## src/rtl/tgr_pkg.sv

```systemverilog
// Types and constants shared by the glyph renderer modules.
// No dependencies.
package tgr_pkg;

    // Operation codes of an input transaction
    localparam logic [1:0] OP_WRITE_FONT = 2'd0;
    localparam logic [1:0] OP_SET_CURSOR = 2'd1;
    localparam logic [1:0] OP_DRAW       = 2'd2;

    // Configuration register indexes
    localparam int CFG_INDEX_W = 2;
    localparam int CFG_DATA_W  = 6;
    localparam logic [CFG_INDEX_W-1:0] CFG_GLYPH_WIDTH  = 2'd0;
    localparam logic [CFG_INDEX_W-1:0] CFG_GLYPH_HEIGHT = 2'd1;
    localparam logic [CFG_INDEX_W-1:0] CFG_DIGITS_ONLY  = 2'd2;
    localparam logic [CFG_INDEX_W-1:0] CFG_INK_COLOR    = 2'd3;

    // Register reset values
    localparam logic [4:0] RST_GLYPH_WIDTH  = 5'd8;
    localparam logic [5:0] RST_GLYPH_HEIGHT = 6'd16;

    // Cell size limits
    localparam logic [4:0] GLYPH_W_MAX = 5'd16;
    localparam logic [5:0] GLYPH_H_MAX = 6'd32;

    // Character codes
    localparam logic [7:0] CHAR_FIRST = 8'h20;
    localparam logic [7:0] CHAR_LAST  = 8'h7E;
    localparam logic [7:0] CHAR_ZERO  = 8'h30;
    localparam logic [7:0] CHAR_NINE  = 8'h39;

    // Width of the font address field; span of values the address reducer accepts
    localparam int FONT_ADDR_W = 13;
    localparam int RED_SPAN    = 2 ** FONT_ADDR_W;

    typedef struct packed {
        logic [1:0]  operation;
        logic [12:0] font_address;
        logic [7:0]  font_byte;
        logic [6:0]  cursor_x;
        logic [5:0]  cursor_y;
        logic [7:0]  character;
    } in_item_t;

    typedef struct packed {
        logic [6:0] pixel_x;
        logic [5:0] pixel_y;
        logic [7:0] pixel_bits;
        logic [3:0] pixel_count;
        logic       last_of_glyph;
    } out_item_t;

    typedef struct packed {
        logic [4:0] glyph_width;
        logic [5:0] glyph_height;
        logic       digits_only_font;
        logic       ink_color;
    } cfg_t;

    // Controller to datapath commands
    typedef struct packed {
        logic latch;       // capture the incoming transaction
        logic dispatch;    // register the glyph byte total
        logic set_cursor;  // load the cursor from the transaction
        logic wrap;        // wrap the cursor, start the glyph base reduction
        logic load_red;    // start reduction of the font write address
        logic red_step;    // one conditional subtract of the reducer
        logic mem_write;   // write the font byte
        logic load_addr;   // load the read address, clear run counters
        logic emit;        // load one run into the result register
    } tgr_cmd_t;

    // Datapath to controller status
    typedef struct packed {
        logic [1:0] operation;
        logic       printable;
        logic       draw;
        logic       red_last;
        logic       out_free;
        logic       run_last;
    } tgr_sts_t;

endpackage

```

## src/rtl/tgr_ctrl.sv

```systemverilog
// Sequencing state machine of the glyph renderer.
// Depends on tgr_pkg for the command and status structs and op codes.
module tgr_ctrl
    import tgr_pkg::*;
(
    input  logic     clk,
    input  logic     rst_n,
    input  logic     item_valid,
    output logic     item_ready,
    input  tgr_sts_t sts,
    output tgr_cmd_t cmd
);

    localparam logic [2:0] S_IDLE     = 3'd0;
    localparam logic [2:0] S_DISPATCH = 3'd1;
    localparam logic [2:0] S_WRAP     = 3'd2;
    localparam logic [2:0] S_REDUCE   = 3'd3;
    localparam logic [2:0] S_WRITE    = 3'd4;
    localparam logic [2:0] S_PRIME    = 3'd5;
    localparam logic [2:0] S_EMIT     = 3'd6;

    logic [2:0] state_reg;
    logic [2:0] state_next;

    assign item_ready = (state_reg == S_IDLE);

    always_comb
    begin
        cmd        = '0;
        state_next = state_reg;
        unique case (state_reg)
            S_IDLE:
            begin
                if (item_valid)
                begin
                    cmd.latch  = 1'b1;
                    state_next = S_DISPATCH;
                end
            end
            S_DISPATCH:
            begin
                cmd.dispatch = 1'b1;
                unique case (sts.operation)
                    OP_WRITE_FONT:
                    begin
                        cmd.load_red = 1'b1;
                        state_next   = S_REDUCE;
                    end
                    OP_SET_CURSOR:
                    begin
                        cmd.set_cursor = 1'b1;
                        state_next     = S_IDLE;
                    end
                    OP_DRAW:
                    begin
                        state_next = sts.printable ? S_WRAP : S_IDLE;
                    end
                    default:
                    begin
                        state_next = S_IDLE;
                    end
                endcase
            end
            S_WRAP:
            begin
                cmd.wrap   = 1'b1;
                state_next = sts.draw ? S_REDUCE : S_IDLE;
            end
            S_REDUCE:
            begin
                cmd.red_step = 1'b1;
                if (sts.red_last)
                begin
                    state_next = (sts.operation == OP_WRITE_FONT) ? S_WRITE : S_PRIME;
                end
            end
            S_WRITE:
            begin
                cmd.mem_write = 1'b1;
                state_next    = S_IDLE;
            end
            S_PRIME:
            begin
                cmd.load_addr = 1'b1;
                state_next    = S_EMIT;
            end
            S_EMIT:
            begin
                if (sts.out_free)
                begin
                    cmd.emit = 1'b1;
                    if (sts.run_last)
                    begin
                        state_next = S_IDLE;
                    end
                end
            end
            default:
            begin
                state_next = S_IDLE;
            end
        endcase
    end

    always_ff @(posedge clk or negedge rst_n)
    begin
        if (!rst_n)
        begin
            state_reg <= S_IDLE;
        end
        else
        begin
            state_reg <= state_next;
        end
    end

endmodule

```

## config.mk

```make
export PLATFORM = sky130hd
export DESIGN_NAME = tgr_ctrl
export DESIGN_NICKNAME = d
export VERILOG_FILES = /design/src/rtl/tgr_pkg.sv /design/src/rtl/tgr_ctrl.sv
export SDC_FILE = /design/constraint.sdc
export NUM_CORES = 1
export LEC_CHECK = 0
export BUFFER_PORTS_ARGS = -buffer_cell sky130_fd_sc_hd__buf_2
export CAP_MARGIN = 20
export CORE_AREA = 2 2 39 41
export CTS_BUF_LIST = sky130_fd_sc_hd__clkbuf_16
export CTS_CLUSTER_DIAMETER = 50
export DETAILED_ROUTE_END_ITERATION = 10
export DIE_AREA = 0 0 41 43
export PLACE_DENSITY_LB_ADDON = 0.25
export SKIP_CTS_REPAIR_TIMING = 1
export SYNTH_ARGS = -nofsm -noshare
export SYNTH_HDL_FRONTEND = slang
export SYNTH_SLANG_ARGS = --single-unit
```

## constraint.sdc

```tcl
create_clock -name clk -period 1.5 [get_ports clk]
set_input_delay 0 -clock clk [delete_from_list [all_inputs] [get_ports clk]]
set_output_delay 0 -clock clk [all_outputs]
set_load 0.05 [all_outputs]
```

==> impl_metrics.env <==
export IMPL_clk_pin_slew_ps=30
export IMPL_power_density_nw_per_um2=2790
export IMPL_io_buffer_count=19
export IMPL_path_class="reg2out"
export IMPL_slew_headroom=0.807
export IMPL_dr_first_iter_drc_count=1
export IMPL_synth_top_family_by_area="simple AND/OR/NAND/NOR gates"
export IMPL_route_detailed_drc=0
export IMPL_crit_chain="nor2_1 -> and2_2 -> and3_1 -> buf_2"
export IMPL_final_max_slew_viol_count=0
export IMPL_placed_area_um2=392
export IMPL_ant_nets=0
export IMPL_wl_per_cell_um=9.57
export IMPL_finalSetupViolations=0
export IMPL_synth_compound_area_frac=0.244
export IMPL_insertion_delay_ps=220
export IMPL_drt_wl_total_um=689
export IMPL_initial_utilization=0.196
export IMPL_place_gp_congestion=0.659
export IMPL_synth_xor_area_frac=0
export IMPL_arrival_ps=1360
export IMPL_finalCritPeriodShare=0.907
export IMPL_clockBufferDepth=2
export IMPL_h_tree_depth=1
export IMPL_clock_skew_ps=0.547
export IMPL_vias=316
export IMPL_cts_tree="built"
export IMPL_yosysWarnings=0
export IMPL_muxShareOfSynthArea=0.0369
export IMPL_synthesis_nets=43
export IMPL_grtUsageTotal=0.0926
export IMPL_design_core_area_um2=1380
export IMPL_hold_viol=0
export IMPL_fin_area_um2=482
export IMPL_cts_sinks=3
export IMPL_critPathBufInv=1
export IMPL_crit_path_end_kind="output port"
export IMPL_die_h_um=43
export IMPL_status="complete, no violations"
export IMPL_ios=20
export IMPL_leakagePower_nw=0.244
export IMPL_grt_pass1_wl_um=1000
export IMPL_root_buffer="clkbuf_16"
export IMPL_grt_setup_unrepaired="false"
export IMPL_diodes=0
export IMPL_largest_reg_flops=3
export IMPL_ir_drop_mv=0.964
export IMPL_nets=67
export IMPL_drt_vias_per_instance=4.39
export IMPL_antenna_found_initial=0
export IMPL_fill_cells=157
export IMPL_cp_slowest_stage_delay_ps=450
export IMPL_syn_inst=33
export IMPL_synthToLayoutAreaGrowth_pct=77.4
export IMPL_dpl_hpwl_um=514
export IMPL_syn_area_per_cell_um2=8.23
export IMPL_yosysUniqueCellTypes=21
export IMPL_drive_above_1_share=0.571
export IMPL_synth_area_um2=272
export IMPL_total_power_mw=1.34
export IMPL_start_kind="flop"
export IMPL_gr_total_overflow=0
export IMPL_cp_required_ps=1500
export IMPL_die_w_um=41
export IMPL_post_route_min_period_ps=1360
export IMPL_ys_ff_latch=3
export IMPL_rows=14
export IMPL_clock_fmax_ghz=0.735
export IMPL_hp_class="in2reg"
export IMPL_ys_seq_area_frac=0.276
export IMPL_die_area_um2=1760
export IMPL_drv_cap=0
export IMPL_crit_family="flip-flops"
export IMPL_synth_fa_ha_area_frac=0
export IMPL_cts_buffers=3
export IMPL_drt_first_pass_iters=2
export IMPL_cp_slowest_cell="dfrtp_1"
export IMPL_grt_pass1_vias=270
export IMPL_worstMarginPinSlew_ps=287
export IMPL_yosys_area_share_simple=0.346
export IMPL_path_max_fanout=5
export IMPL_grt_max_degree=17
[cell families (layout without fill, tap and decap cells)]
family	count (synthesis)	in the layout
muxes	1	1
and+or+nand+nor	17	17
DFF	3	3
buffers and inverters	4	27
AOI/OAI and AO/OA	8	8
[tightest hold or removal path, stage by stage]
cell and delay, ps:
buf_2 70, o21ai_0 80, o221ai_1 80
[Yosys cell counts]
library cell  count  area share
a211oi_2          1       0.046
a21oi_1           1       0.018
a311oi_2          1       0.055
and2_1            1       0.023
and2_2            1       0.028
and3_1            1       0.023
and3_2            2       0.055
buf_4             1       0.028
buf_6             1       0.041
dfrtp_1           3        0.28
inv_1             2       0.028
mux2i_1           1       0.037
nand2_1           3       0.041
nor2_1            3       0.041
nor2b_1           1       0.023
nor3_1            3       0.055
nor3b_1           2       0.055
o21ai_0           2       0.037
o21ai_2           1       0.032
o221ai_1          1       0.032
o22ai_1           1       0.023
[worst paths after layout]
path	from	to	slack (ps)	cells after the start
min reg2reg	state_reg[2]$_DFFE_PN0P_	state_reg[0]$_DFFE_PN0P_	540	1
max in group asynchronous	rst_n	state_reg[0]$_DFFE_PN0P_	1290	2
max reg2reg	state_reg[1]$_DFFE_PN0P_	state_reg[1]$_DFFE_PN0P_	310	3
min in group asynchronous	rst_n	state_reg[2]$_DFFE_PN0P_	90	2
min	sts[4]	state_reg[1]$_DFFE_PN0P_	50	3
max	state_reg[1]$_DFFE_PN0P_	cmd[6]	140	4
[power by group]
| part | switching (mW) | internal [mW] | total (mW) |
|---|---|---|---|
| logic | 0.479 | 0.223 | 0.702 |
| registers | 0.103 | 0.120 | 0.224 |
| clock network | 0.0735 | 0.344 | 0.417 |
[cell type report]
type,count,area [um2],area share
repair buffers,21,113,0.234
clock buffers,3,75.1,0.156
multi-input cells,26,186,0.387
well taps,16,20.0,0.0416
inverters,2,7.51,0.0156
flip-flops and latches,3,76.3,0.158
clock inverters,1,3.75,0.00779
[cells in the final DEF (no fill, tap or decap), drive strengths merged]
master and instances:
buf 20, inv 3, nand2 3, nor2 3, clkbuf 3, and3 3
nor3 3, o21ai 3, dfrtp 3, and2 2, nor3b 2, a21oi 1
mux2i 1, o221ai 1, nor2b 1, a211oi 1, a311oi 1, o22ai 1
dlygate4sd3 1
[per-layer routing]
metal  routed length, um  vias up  GRT usage
li1                    -      164          -
met1                 267      139     0.0844
met2                 341       10      0.131
met3                  59        3     0.0471
met4                  21        0      0.100
met5                   0        -          0
[metrics by stage]
stage | setup TNS [ps] | hold WS [ps] | setup slack (ps) | utilization | std cells
6_report | 0 | 50.1 | 140 | 0.348 | 72
2_1_floorplan | -318 | -296 | -153 | - | 33
3_5_place_dp | 0 | -204 | 231 | 0.283 | 67
5_1_grt | 0 | 65.3 | 23.5 | 0.348 | 72
3_3_place_gp | 0 | -202 | 245 | 0.283 | 67
4_1_cts | -0.563 | -439 | -0.563 | 0.340 | 71
(Power assumes the default switching activity.)
